## src/hdl/rvx_pkg.sv

```systemverilog
// Shared types and encodings for the RV32IM decode/execute pipeline.
// No dependencies.
`default_nettype none
package rvx_pkg;

	localparam int XLEN       = 32;
	localparam int DIV_BITS   = 2;                  // quotient bits per divider stage
	localparam int DIV_STAGES = XLEN / DIV_BITS;

	localparam logic [6:0] OP_LUI    = 7'h37;
	localparam logic [6:0] OP_AUIPC  = 7'h17;
	localparam logic [6:0] OP_JAL    = 7'h6F;
	localparam logic [6:0] OP_JALR   = 7'h67;
	localparam logic [6:0] OP_BRANCH = 7'h63;
	localparam logic [6:0] OP_LOAD   = 7'h03;
	localparam logic [6:0] OP_STORE  = 7'h23;
	localparam logic [6:0] OP_IMM    = 7'h13;
	localparam logic [6:0] OP_REG    = 7'h33;
	localparam logic [6:0] OP_FENCE  = 7'h0F;
	localparam logic [6:0] OP_SYSTEM = 7'h73;

	localparam logic [6:0] F7_BASE = 7'h00;
	localparam logic [6:0] F7_ALT  = 7'h20;
	localparam logic [6:0] F7_MUL  = 7'h01;

	localparam logic [31:0] INSN_ECALL  = 32'h0000_0073;
	localparam logic [31:0] INSN_EBREAK = 32'h0010_0073;
	localparam logic [31:0] INSN_MRET   = 32'h3020_0073;

	typedef enum logic [1:0] {
		ST_NORMAL  = 2'd0,
		ST_ECALL   = 2'd1,
		ST_EBREAK  = 2'd2,
		ST_ILLEGAL = 2'd3
	} status_t;

	typedef enum logic [1:0] {
		MK_NONE  = 2'd0,
		MK_LOADS = 2'd1,
		MK_LOADU = 2'd2,
		MK_STORE = 2'd3
	} mem_kind_t;

	typedef enum logic [2:0] {
		RES_ALU,
		RES_MUL_LO,
		RES_MUL_HI,
		RES_DIV_Q,
		RES_DIV_R
	} res_sel_t;

	typedef struct packed {
		logic [4:0]  rd_index;
		logic        rd_write;
		logic [31:0] rd_value;
		logic [31:0] next_pc;
		mem_kind_t   mem_kind;
		logic [2:0]  mem_size;
		logic [31:0] mem_addr;
		logic [31:0] mem_wdata;
		logic [11:0] csr_addr;
		logic        csr_we;
		logic [31:0] csr_wdata;
		status_t     status;
		res_sel_t    res_sel;
		logic        q_neg;
		logic        r_neg;
	} exe_t;

	typedef struct packed {
		logic [32:0] mul_a;
		logic [32:0] mul_b;
		logic [31:0] div_n;
		logic [31:0] div_d;
	} ops_t;

endpackage
`default_nettype wire

```

## src/hdl/rvx_div.sv

```systemverilog
// Pipelined unsigned restoring divider, DIV_BITS quotient bits per stage,
// DIV_STAGES register stages. Uses rvx_pkg.
`default_nettype none
module rvx_div import rvx_pkg::*; (
	input  wire logic        clk,
	input  wire logic        en,
	input  wire logic [31:0] dividend,
	input  wire logic [31:0] divisor,
	output logic [31:0]      quotient,
	output logic [31:0]      remainder
);

	// n holds remaining dividend bits on top, quotient bits shift in at the bottom
	logic [31:0] rem_s [1:DIV_STAGES];
	logic [31:0] num_s [1:DIV_STAGES];
	logic [31:0] den_s [1:DIV_STAGES-1];
	logic [31:0] rem_in [DIV_STAGES];
	logic [31:0] num_in [DIV_STAGES];
	logic [31:0] den_in [DIV_STAGES];
	logic [31:0] rem_nx [DIV_STAGES];
	logic [31:0] num_nx [DIV_STAGES];

	function automatic logic [63:0] div_step(input logic [31:0] r, input logic [31:0] n,
			input logic [31:0] d);
		logic [32:0] t;
		logic [32:0] diff;
		t    = {r, n[31]};
		diff = t - {1'b0, d};
		if (!diff[32]) return {diff[31:0], n[30:0], 1'b1};
		else return {t[31:0], n[30:0], 1'b0};
	endfunction

	always_comb begin
		logic [63:0] acc;
		rem_in[0] = '0;
		num_in[0] = dividend;
		den_in[0] = divisor;
		for (int k = 1; k < DIV_STAGES; k++) begin
			rem_in[k] = rem_s[k];
			num_in[k] = num_s[k];
			den_in[k] = den_s[k];
		end
		for (int k = 0; k < DIV_STAGES; k++) begin
			acc = {rem_in[k], num_in[k]};
			for (int j = 0; j < DIV_BITS; j++) begin
				acc = div_step(acc[63:32], acc[31:0], den_in[k]);
			end
			rem_nx[k] = acc[63:32];
			num_nx[k] = acc[31:0];
		end
	end

	always_ff @(posedge clk) begin
		if (en) begin
			for (int k = 0; k < DIV_STAGES; k++) begin
				rem_s[k+1] <= rem_nx[k];
				num_s[k+1] <= num_nx[k];
				if (k + 1 < DIV_STAGES) den_s[k+1] <= den_in[k];
			end
		end
	end

	assign quotient  = num_s[DIV_STAGES];
	assign remainder = rem_s[DIV_STAGES];

endmodule
`default_nettype wire

```

## config.mk

```make
export PLATFORM = sky130hd
export DESIGN_NAME = rvx_div
export DESIGN_NICKNAME = d
export VERILOG_FILES = /design/src/hdl/rvx_pkg.sv /design/src/hdl/rvx_div.sv
export SDC_FILE = /design/constraint.sdc
export NUM_CORES = 2
export LEC_CHECK = 0
export ABC_CLOCK_PERIOD_IN_PS = 7000
export BUFFER_PORTS_ARGS = -buffer_cell sky130_fd_sc_hd__buf_4
export CAP_MARGIN = 20
export CORE_ASPECT_RATIO = 1.1
export CORE_MARGIN = 5
export CORE_UTILIZATION = 54
export DETAILED_ROUTE_END_ITERATION = 6
export PLACE_DENSITY = 0.72
export REMOVE_ABC_BUFFERS = 1
export SLEW_MARGIN = 30
export SYNTH_ARGS = -nofsm -noshare
export SYNTH_HDL_FRONTEND = slang
export SYNTH_SLANG_ARGS = --single-unit
export TNS_END_PERCENT = 10
```

## constraint.sdc

```tcl
create_clock -name clk -period 7 [get_ports clk]
set_input_delay 0.7 -clock clk [delete_from_list [all_inputs] [get_ports clk]]
set_output_delay 0.7 -clock clk [all_outputs]
set_load 0.05 [all_outputs]
```

## Word-level counts from Yosys, hierarchy flattened

Memories as Yosys holds them, arrays and structs flattened.
Index checks and enable logic that the tools add are counted.

- Memory bits (writable): 1504
- Latch bits: 0
- Logic and storage cells: 69
- Output and inout port bits: 64
- Bits in read-only memories: 0
- Bits of input ports: 66
- Memories kept: 3
- Register bits: 0

- Multipliers: 0
- $add $sub $neg: 32
- Bitwise operators: 0
- Reductions and logical operators: 0
- Shift-type cells: 0
- Div/mod/pow operators: 0
- Order comparisons: 0
- Muxes and demuxes: 34
- Equality and inequality tests: 0

Memory list:

| name | depth | bits a word | read ports | clocked after memory_dff | wr ports | line | source |
|---|---|---|---|---|---|---|---|
| num_s | 16 | 32 | 16 | 0 | 16 | rvx_div.sv:15 | `logic [31:0] num_s [1:DIV_STAGES];` |
| rem_s | 16 | 32 | 16 | 0 | 16 | rvx_div.sv:14 | `logic [31:0] rem_s [1:DIV_STAGES];` |
| den_s | 15 | 32 | 15 | 0 | 15 | rvx_div.sv:16 | `logic [31:0] den_s [1:DIV_STAGES-1];` |

Operators by type and width:

| cell | number |
|---|---|
| $mux W64 | 32 |
| $sub A33 B32 Y33 | 31 |
| $sub A1 B32 Y33 | 1 |
| $mux W1 | 2 |

## Depth between registers and ports, before layout

An unclocked memory read counts as a cell.

- Depth after elaboration: 5
- Gate-level depth with buffers: 32
- Gate-level depth less buffers: 29

## Worst setup path after synthesis

No wires, ideal clock.

- Kind: reg-to-reg
- Start: register num_s[0][159] (netlist name)
- End: register rem_s[0][185] (netlist name)
- Setup time: 260 ps
- Arrival time: 7038 ps
- Required time: 6740 ps
- Path buffers: 2
- Period minus slack after synthesis: 7297 ps
- Cell stages (with the launch flop): 30
- Path slack: -297 ps
- Cell sequence: edfxtp_1 -> inv_1 -> ha_1 -> inv_1 -> fa_1 -> a211oi_1 -> o21ai_0 -> a31oi_1 -> o21ai_1 -> a31o_2 -> a311oi_1 -> o211ai_1 -> a21oi_1 -> xnor2_1 -> clkbuf_1 -> mux2_2 -> ha_1 -> a21oi_1 -> o21ai_0 -> a21oi_1 -> o31ai_1 -> and4_1 -> nor4_1 -> o31ai_1 -> o311ai_0 -> o211ai_1 -> o211ai_1 -> xor2_1 -> buf_2 -> mux2_2

==> metrics <==
status complete, but fails checks; failing checks negative setup slack; Synth Area in Adders 0.1233; highest fanout seen on the critical path 6; worst hold path startpoint divisor[20]; initial core utilization 0.5431; area leader, netlist edfxtp_1; Total GRT Usage 0.2834; largest family of logic cells by synthesized area compound AO/OA/AOI/OAI gates; maximum clock rate 0.1403 GHz; full die area between 0.2 and 0.25 mm^2; Synth Warn # 0; Site Rows 170; fillers 13,910; mux contribution to synthesized area 0.07732; Clock Path Buffers 3; Post-synth EDFFs around 1,500; routed vias/inst ~5.7; nature of the critical path endpoint register; Slowest-stage cell, CP a311o_1; HP Class input port to register; DR DRC count 0; Post-Synthesis Cells 10,010; Die Wd roughly 430 um; crit path kind register to register; Synth cell types 94; final hold slack between 40 and 50 ps; CTS root buffer clkbuf_16; final std cells w/o fill approximately 15,000; xor/xnor share of the synthesized area 0.07085; Pins Over Slew Limit 0; grt total ovfl 0; worst reg2reg path depth 34; Routed Antenna Nets 0; CTS tree yes; Setup WS post-layout -126.8 ps; DRT iter0 DRCs between 3,000 and 4,000; post-synth top area share 0.4259; Worst EP required roughly 7600 ps; I/O Pins 130; RSZ-0062 raised after global routing yes; synth-to-layout area growth 28.23%; Synth Cell Area approximately 0.11 mm^2; Max Cap Violations 0; first-pass GRT wire length approximately 460,000 um; fraction of registers with async set/reset 0; share of cells above drive strength 1 0.2874; ys flop type edfxtp_1; max_slew headroom 0.1418; Pre-antenna DRT Iters 5; Startpoint Class register; clk_skew between 50 and 60 ps; routed wire length slightly above 300,000 um; Placer Congestion 0.9610; latest clock arrival within the worst-skew pair 880 ps; htree depth 4; Final nets between 10,000 and 15,000; flop2flop setup slack -130 ps; final-report hold violation count 0; Crit path arrival time 7680 ps; post-DR wirelength/cell roughly 20 um; initial antenna violation count 8; final period utilization 1.018; Core Area ~0.2 mm^2; Area contributors post-synth edfxtp_1 (43%), ha_1 (12%), mux2_2 (6.7%); Slew @ Worst Pin 1255 ps; Num CTS Buffers 169; Post-Synth Simple-Gate Area 0.09039; Compound-Gate Fraction of Synth Area 0.1762; dpl hpwl 233,100 um; Fin Setup TNS -6886 ps; DIE HEIGHT 474.8 um; CTS sink count between 1,500 and 2,000; Worst-path clk slew about 60 ps; WHS Path Cells 1; reg2reg start num_s[0][95]; synthesis-stage register bit count between 1,500 and 2,000; Most common cell on crit path buf_4; CP max stage delay around 450 ps; Avg Inst Size Synth roughly 11 um^2; register area share after synthesis 0.4259; largest net degree at the start of global routing around 190; via count between 80,000 and 90,000; Final min period around 7100 ps; # setup viols final ~160; vias in the first global route 92,740; Port Buffer Count around 130; placed cell count between 10,000 and 15,000; critical path launch point num_s[0][95]
-- layout by cell type (no fill, tap or decap), drive strengths merged, types with 145 or more instances in the layout --
cell type	netlist	routed
inv	816	823
edfxtp	1504	1504
xor2	261	261
nand2b	145	145
o21a	159	159
o21ai	539	539
buf	41	2264
a21oi	882	882
a21o	506	506
nand3	172	172
ha	994	994
nand2	541	541
clkbuf	145	209
xnor2	593	593
mux2	646	646
nor2	503	503
-- sequential cells by signal, indices dropped and copies added, names as in the netlist --
register,cells
den_s,480
num_s,512
rem_s,512
-- metal layers --
metal,track usage,share of wire
met1,0.2198,0.29
met2,0.5907,0.57
met3,0.03013,0.023
met4,0.2575,0.11
met5,0,0
-- worst paths after layout --
check	endpoint
max	rem_s[0][98]
min	den_s[0][52]
max reg2reg	rem_s[0][98]
min reg2reg	num_s[0][157]
-- critical path, delay by kind of cell (launching register included) --
kind	cells	cell delay, ps
fa+ha+maj	3	860
compound gates	16	3380
simple gates	4	560
flops	1	410
xor+xnor	1	180
buf+inv	10	1400
-- area by class of cell --
cell class              instances  area (um^2)  share of cell area
clock buffers                 198         4338             0.03190
inverters                     816         3074             0.02261
flip-flops and latches       1504        45160              0.3321
clock inverters               112         1344            0.009882
multi-input cells            7515        59820              0.4399
repair buffers               2319        18930              0.1392
diodes                         35        87.58           0.0006441
well taps                    2580         3228             0.02374
-- Yosys cell counts, drive strengths merged, types with 23 or more instances --
cell type	n
a211o	27
mux2i	92
nor3	112
xor2	261
or3	40
nand3	172
a211oi	97
nand2b	145
fa	31
buf	41
o221ai	23
nand2	541
xnor2	593
and2	49
o31a	27
o21ai	539
a31oi	77
a31o	27
mux2	646
inv	816
a21oi	882
edfxtp	1504
nor2	503
a21boi	32
a21o	506
clkbuf	145
a221oi	28
or2	31
nand4	73
and3	82
nor2b	128
a221o	28
o21bai	128
o211ai	68
o31ai	63
ha	994
o21a	159
-- what timing repair did --
item / CTS / global route
setup endpoints to repair: 495 / 491
hold endpoints to repair: 44 / 0
hold buffers: 44 / 0
pin swaps: 91 / 197
resized for setup: 293 / 346
setup buffers: 44 / 75
gates cloned: 12 / 15
-- kinds of logic after synthesis --
| kind of cell | after synthesis |
|---|---|
| buf+inv | 1002 |
| fa+ha+maj | 1027 |
| simple gates | 1978 |
| compound gates | 2903 |
| flops | 1504 |
| mux | 738 |
| other cells | 1 |
| xor+xnor | 854 |
-- through the flow --
step,area (um^2),util,setup slack [ps]
finish,136000,0.6964,-126.8
floorplan,105300,-,-2420
global placement,125400,0.6423,-1138
CTS,133500,0.6839,-285.7
global route,136000,0.6964,-427.6
detailed placement,125400,0.6424,-1046
Power is not shown: default switching activity piles up to over one toggle a cycle in this logic, so the estimate is an artifact.
