**config.mk**
```make
export PLATFORM = sky130hd
export DESIGN_NAME = rvx_mul
export DESIGN_NICKNAME = d
export VERILOG_FILES = /design/src/hdl/rvx_pkg.sv /design/src/hdl/rvx_mul.sv
export SDC_FILE = /design/constraint.sdc
export NUM_CORES = 2
export LEC_CHECK = 0
export BUFFER_PORTS_ARGS = -buffer_cell sky130_fd_sc_hd__buf_2
export CORE_MARGIN = 1.5
export CORE_UTILIZATION = 60
export DETAILED_ROUTE_END_ITERATION = 6
export GPL_TIMING_DRIVEN = 0
export PLACE_DENSITY = 0.88
export SLEW_MARGIN = 20
export SYNTH_ARGS = -nofsm -noshare
export SYNTH_HDL_FRONTEND = slang
export SYNTH_SLANG_ARGS = --single-unit
export TNS_END_PERCENT = 5
```
**constraint.sdc**
```tcl
create_clock -name clk -period 26.6 [get_ports clk]
set_clock_uncertainty 0.2 [all_clocks]
set_input_delay 2.66 -clock clk [delete_from_list [all_inputs] [get_ports clk]]
set_output_delay 2.66 -clock clk [all_outputs]
set_load 0.02 [all_outputs]
```
**src/hdl/rvx_pkg.sv**
```systemverilog
// Shared types and encodings for the RV32IM decode/execute pipeline.
// No dependencies.
`default_nettype none
package rvx_pkg;

	localparam int XLEN       = 32;
	localparam int DIV_BITS   = 2;                  // quotient bits per divider stage
	localparam int DIV_STAGES = XLEN / DIV_BITS;

	localparam logic [6:0] OP_LUI    = 7'h37;
	localparam logic [6:0] OP_AUIPC  = 7'h17;
	localparam logic [6:0] OP_JAL    = 7'h6F;
	localparam logic [6:0] OP_JALR   = 7'h67;
	localparam logic [6:0] OP_BRANCH = 7'h63;
	localparam logic [6:0] OP_LOAD   = 7'h03;
	localparam logic [6:0] OP_STORE  = 7'h23;
	localparam logic [6:0] OP_IMM    = 7'h13;
	localparam logic [6:0] OP_REG    = 7'h33;
	localparam logic [6:0] OP_FENCE  = 7'h0F;
	localparam logic [6:0] OP_SYSTEM = 7'h73;

	localparam logic [6:0] F7_BASE = 7'h00;
	localparam logic [6:0] F7_ALT  = 7'h20;
	localparam logic [6:0] F7_MUL  = 7'h01;

	localparam logic [31:0] INSN_ECALL  = 32'h0000_0073;
	localparam logic [31:0] INSN_EBREAK = 32'h0010_0073;
	localparam logic [31:0] INSN_MRET   = 32'h3020_0073;

	typedef enum logic [1:0] {
		ST_NORMAL  = 2'd0,
		ST_ECALL   = 2'd1,
		ST_EBREAK  = 2'd2,
		ST_ILLEGAL = 2'd3
	} status_t;

	typedef enum logic [1:0] {
		MK_NONE  = 2'd0,
		MK_LOADS = 2'd1,
		MK_LOADU = 2'd2,
		MK_STORE = 2'd3
	} mem_kind_t;

	typedef enum logic [2:0] {
		RES_ALU,
		RES_MUL_LO,
		RES_MUL_HI,
		RES_DIV_Q,
		RES_DIV_R
	} res_sel_t;

	typedef struct packed {
		logic [4:0]  rd_index;
		logic        rd_write;
		logic [31:0] rd_value;
		logic [31:0] next_pc;
		mem_kind_t   mem_kind;
		logic [2:0]  mem_size;
		logic [31:0] mem_addr;
		logic [31:0] mem_wdata;
		logic [11:0] csr_addr;
		logic        csr_we;
		logic [31:0] csr_wdata;
		status_t     status;
		res_sel_t    res_sel;
		logic        q_neg;
		logic        r_neg;
	} exe_t;

	typedef struct packed {
		logic [32:0] mul_a;
		logic [32:0] mul_b;
		logic [31:0] div_n;
		logic [31:0] div_d;
	} ops_t;

endpackage
`default_nettype wire

```
**src/hdl/rvx_mul.sv**
```systemverilog
// Registered 33x33 signed multiplier, returns high or low product word.
// Uses rvx_pkg.
`default_nettype none
module rvx_mul import rvx_pkg::*; (
	input  wire logic        clk,
	input  wire logic        en,
	input  wire logic [32:0] a,
	input  wire logic [32:0] b,
	input  wire logic        hi,
	output logic [31:0]      prod_s2
);

	logic [65:0] full;

	assign full = 66'($signed(a) * $signed(b));

	always_ff @(posedge clk) begin
		if (en) prod_s2 <= hi ? full[63:32] : full[31:0];
	end

endmodule
`default_nettype wire

```
Word level (Yosys, flattened, before mapping)
Cells that the tools add are included.
W data, S select, Z words.

word-level totals
  word-level logic and storage cells = 3
  flip-flop bits (word level) = 32
  latch bits = 0
  memories kept = 0
  bits of input ports = 69
  memory bits (writable) = 0
  bits in read-only memories = 0
  output and inout bits = 32

operators by class
  divide/modulo/power cells = 0
  $lt $le $gt $ge = 0
  reductions and logical operators = 0
  add/sub/neg operators = 0
  eq/ne operators = 0
  bitwise operators = 0
  $mul = 1
  shift-type cells = 0
  mux-type cells = 1

operators with widths
  cell              count
  $mul A33 B33 Y64  1
  $mux W32          1

Depth between registers and ports, before layout
  word-level depth = 2
  depth in mapped cells = 29
  gate-level depth less buffers = 27

Worst setup path after synthesis
OpenSTA, ideal clock, no wires.

  kind = input-to-reg
  from = input port a[32]
  to = register prod_s2[31], data pin
  arrival = 9.781 ns
  data required time = 26.220 ns
  cell stages on the path = 26
  setup slack = 16.439 ns
  path buffers = 2
  library setup time = 0.180 ns
  cells stage by stage = clkbuf_1 nand2_1 inv_1 fa_1 fa_1 fa_1 inv_1 fa_1 inv_1 fa_1 fa_1 fa_1 inv_1 fa_1 inv_1 ha_1 clkbuf_1 and3_1 nand3_1 nor2_1 a211o_1 o221ai_2 nor2_1 o41a_1 a2111o_1 o311ai_1

on the way
  longest elaborated chain between the ends = 2

RTL lines
  item                  line           text
  start, declared       rvx_mul.sv:7   input wire logic [32:0] a,
  $mul A33 B33 Y64      rvx_mul.sv:15  assign full = 66'($signed(a) * $signed(b));
  $mux W32              rvx_mul.sv:18  if (en) prod_s2 <= hi ? full[63:32] : full[31:0];
  end signal, assigned  rvx_mul.sv:18
  end, declared         rvx_mul.sv:10  output logic [31:0] prod_s2

No other way between the ends.
A chain may end at the register's enable or synchronous reset.

Worst setup path in the final report
  from = input port b[6]
  to = register prod_s2[28], data pin

on the way
  longest elaborated chain between the ends = 2

RTL lines
  item              line           text
  start, declared   rvx_mul.sv:8   input wire logic [32:0] b,
  $mul A33 B33 Y64  rvx_mul.sv:15
  $mux W32          rvx_mul.sv:18

No other way between the ends.

==> PnR_summary.wiki <==
{| class="wikitable"
! Metric !! Value
|-
| Crit path max fanout || 11
|-
| # IOs || 101
|-
| Arrival time of data at the critical path endpoint || 12.22 ns
|-
| Start point of the worst min-delay path || hi
|-
| Total length of routed met2 wires || 65.62 mm
|-
| Number of flip-flops in the largest register || 32
|-
| Count of warnings emitted by yosys || 0
|-
| Mux contribution to synthesized area || 0.2917%
|-
| Simple-gate portion of the synthesized area || 16.05%
|-
| Fraction of synthesis flops using an asynchronous set or reset pin || 0%
|-
| Depth of the worst hold-timing path || 5
|-
| Maximum capacitance violations || 0
|-
| Prevailing post-synth register cell || sky130_fd_sc_hd__edfxtp_1
|-
| Via count normalized by instance count || 6.106
|-
| Kind of cell with the highest combined delay on the critical path || adder cells
|-
| Peak Freq || 81.39 MHz
|-
| Die outline area || 68050 um^2
|-
| Final Max Tran Viols || 0
|-
| EDFF count, synth || 32
|-
| Area of all sequential standard cells || 960.9 um^2
|-
| DP Cell Count || 5254
|-
| Initial core utilization || 60.68%
|-
| Largest register by flop count || prod_s2
|-
| Clock sink total || 32
|-
| Min-Delay Endpoint || prod_s2[30]
|-
| Launching element type of the critical path || primary input
|-
| Main combinational cell family by area after synthesis || adder cells
|-
| Critical path buffer and inverter count || 9
|-
| Overall overflow remaining after global route || 0
|-
| Synth Area in Compound Gates || 4.102%
|-
| Period minus WS final || 12.29 ns
|-
| Quantity of I/O buffers inserted on ports || 100
|-
| RSZ-0062 raised after global routing || false
|-
| Final nets || 5803
|-
| Type of destination of the critical path || register
|-
| Wire length reported by the detailed router || 154.4 mm
|-
| Fraction of the cycle the final worst path needs || 46.19%
|-
| Seq/Total Area, Yosys || 2.409%
|-
| Synth Register Bits || 32
|-
| Violations in the final reports || DRC
|-
| Biggest cell delay along the critical path || 0.84 ns
|-
| Clk Tree Root Cell || sky130_fd_sc_hd__clkbuf_16
|-
| Initial antenna violation count || 26
|-
| Number of detailed-route iterations in the first pass || 7
|-
| Detailed placement HPWL || 128.1 mm
|-
| Antenna Violating Nets Remaining || 0
|-
| CTS Hold Buffers Added || 0
|-
| Result of the run || finished with violations
|-
| Number of violations reported at the end of detailed-routing iteration 0 || 4132
|-
| Length of routed wiring on met1 || 50.99 mm
|-
| Type of the worst setup path || primary input to register
|-
| Gp weighted congestion || 1.071
|-
| Worst slew pin tran || 1.310 ns
|-
| Xor/xnor cell area share of the yosys netlist || 1.449%
|-
| Chip width || 260.9 um
|-
| Area of the multi-input gates || 33910 um^2
|-
| Post-CTS setup buffers || 0
|-
| Clock tree buffer depth || 2
|-
| Syn_nets || 5695
|-
| Number of different library cells in the post-synthesis netlist || 71
|-
| Final Instance Count excl. Fillers || 5275
|-
| Area share of fa/ha/maj cells after synthesis || 63.10%
|-
| GRT Overall Usage || 46.89%
|-
| Post-route setup slack || 14.31 ns
|-
| Final number of hold-violating endpoints || 0
|-
| Worst endpoint required time || 26.53 ns
|-
| Clock buffer count from CTS || 5
|-
| Via count of the first global-routing pass || 33880
|-
| Minimum setup slack after placement || 14.43 ns
|-
| Setup total negative slack || 0 ns
|-
| Area growth, synth to finish || 4.494%
|-
| Routed wire per std cell || 29.27 um
|-
| Cell repeated most along the worst path || sky130_fd_sc_hd__fa_1
|-
| CTS tree || yes
|-
| Max-Slew Margin vs Limit || 12.65%
|-
| Remaining design rule violation count || 20
|-
| Top Registers || prod_s2 (32)
|-
| Mapped Area || 39890 um^2
|-
| First-pass GRT wire length || 221.4 mm
|-
| Hold crit path type || primary input to register
|-
| Post-Syn Instances || 4289
|-
| Clock Pin Slew Worst Setup and Hold Paths || 0.06 ns
|-
| Top sig layer || met5
|-
| Share of post-route cells with drive strength above 1 || 3.274%
|-
| Slowest cell on the critical path || sky130_fd_sc_hd__clkbuf_1
|-
| Post-CTS resize count || 0
|-
| Maximum number of pins on one net before global-route repair || 33
|-
| Number of filler instances in the final layout || 5497
|-
| Number of rows in the core area || 94
|-
| Met3 Routed Length || 21.59 mm
|-
| Average instance area after synthesis || 9.302 um^2
|-
| Total core area || 65750 um^2
|-
| H-tree depth || 2
|-
| Utilization after layout || 63.41%
|-
| Die Y || 260.9 um
|-
| Vias || 32210
|-
| Setup violations, final || 0
|}
-- tightest hold or removal path: cells and delay by family --
kind	cells	cell delay (ns)
compound gates	2	0.17
simple gates	2	0.16
buf+inv	1	0.11
-- placed cells by master (no fill, tap or decap), drive strengths merged, types with 5 or more instances in the layout --
cell       n
xnor2     45
nor3      10
o221ai     5
mux2       5
mux2i      6
edfxtp    32
and2     533
nor2b     30
inv     1102
and3      11
o211ai    11
o41ai      6
diode     13
ha       212
fa      1125
a31oi     10
a21oi     77
nor2      43
xor2      21
o21bai    11
buf      113
a21o      32
a211oi     9
nand4     15
or3        9
nand3     20
nand2    568
o21ai     47
nand2b    12
clkbuf   223
-- cell families (layout without fill, tap and decap cells) --
kind of cell | after synthesis | after routing
buffers and inverters | 1332 | 1441
and+or+nand+nor | 1269 | 1269
other | 0 | 13
adders and majority gates | 1337 | 1337
muxes | 11 | 11
xor gates and xnor gates | 66 | 66
DFF | 32 | 32
AOI/OAI and AO/OA | 242 | 242
-- how the worst max path moves through the flow --
stage,start,end,slack (ns),depth (start not counted)
2_1_floorplan,a[32],prod_s2[31],16.44,26
3_3_place_gp,b[6],prod_s2[31],14.47,28
3_5_place_dp,b[6],prod_s2[28],14.43,26
4_1_cts,b[6],prod_s2[28],14.71,26
5_1_grt,b[6],prod_s2[27],14.22,28
6_report,b[6],prod_s2[28],14.31,26
-- metal layers --
| metal | up-vias | GRT usage [%] |
|---|---|---|
| met5 | - | 0.6410 |
| met4 | 14 | 37.30 |
| met3 | 745 | 16.74 |
| met2 | 2559 | 68.39 |
| met1 | 16340 | 56.41 |
| li1 | 12550 | - |
-- area by class of cell --
cell class / instances / share of cell area (%)
multi-input cells: 2925 / 81.35
inverters: 1102 / 9.923
well taps: 864 / 2.593
flip-flops and latches: 32 / 2.305
plain buffers: 230 / 2.140
repair buffers: 101 / 1.213
clock buffers: 5 / 0.3001
clock inverters: 3 / 0.1020
diodes: 13 / 0.07804
-- through the flow --
stage | instance area [um^2] | hold WS, ns
detailed placement | 41480 | 2.903
CTS | 41650 | 2.719
finish | 41690 | 2.729
global route | 41660 | 2.778
global placement | 41480 | 2.903
floorplan | 39890 | 2.573
-- cells in the mapped netlist, types with 3 or more instances --
cell type,count,share of area (%)
sky130_fd_sc_hd__a221o_1,4,0.10
sky130_fd_sc_hd__buf_2,7,0.088
sky130_fd_sc_hd__xnor2_1,45,0.99
sky130_fd_sc_hd__nand3b_1,3,0.056
sky130_fd_sc_hd__nor4_1,3,0.047
sky130_fd_sc_hd__o41ai_1,3,0.066
sky130_fd_sc_hd__mux2i_1,6,0.15
sky130_fd_sc_hd__nand2_1,568,5.3
sky130_fd_sc_hd__a211o_1,3,0.066
sky130_fd_sc_hd__inv_1,1102,10
sky130_fd_sc_hd__a211oi_1,9,0.17
sky130_fd_sc_hd__o221ai_1,4,0.088
sky130_fd_sc_hd__nand3_1,20,0.25
sky130_fd_sc_hd__or3_1,9,0.14
sky130_fd_sc_hd__and2_1,532,8.3
sky130_fd_sc_hd__a31oi_1,10,0.16
sky130_fd_sc_hd__and4_1,4,0.088
sky130_fd_sc_hd__o21bai_1,11,0.21
sky130_fd_sc_hd__nor3_1,10,0.13
sky130_fd_sc_hd__a21o_1,32,0.60
sky130_fd_sc_hd__xor2_1,21,0.46
sky130_fd_sc_hd__fa_1,1125,56
sky130_fd_sc_hd__nor2_1,43,0.40
sky130_fd_sc_hd__ha_1,212,6.6
sky130_fd_sc_hd__nor2b_1,30,0.47
sky130_fd_sc_hd__and3_1,11,0.17
sky130_fd_sc_hd__nand4b_1,3,0.066
sky130_fd_sc_hd__o21ai_2,3,0.066
sky130_fd_sc_hd__nand4_1,15,0.24
sky130_fd_sc_hd__buf_1,3,0.028
sky130_fd_sc_hd__mux2_2,5,0.14
sky130_fd_sc_hd__nand2b_1,12,0.19
sky130_fd_sc_hd__edfxtp_1,32,2.4
sky130_fd_sc_hd__o21a_1,3,0.056
sky130_fd_sc_hd__o211ai_1,11,0.21
sky130_fd_sc_hd__o311ai_0,3,0.066
sky130_fd_sc_hd__clkbuf_1,217,2.0
sky130_fd_sc_hd__o21ai_0,42,0.53
sky130_fd_sc_hd__o41ai_2,3,0.12
sky130_fd_sc_hd__a21oi_1,75,0.94
Power is not shown: default switching activity piles up to over one toggle a cycle in this logic, so the estimate is an artifact.
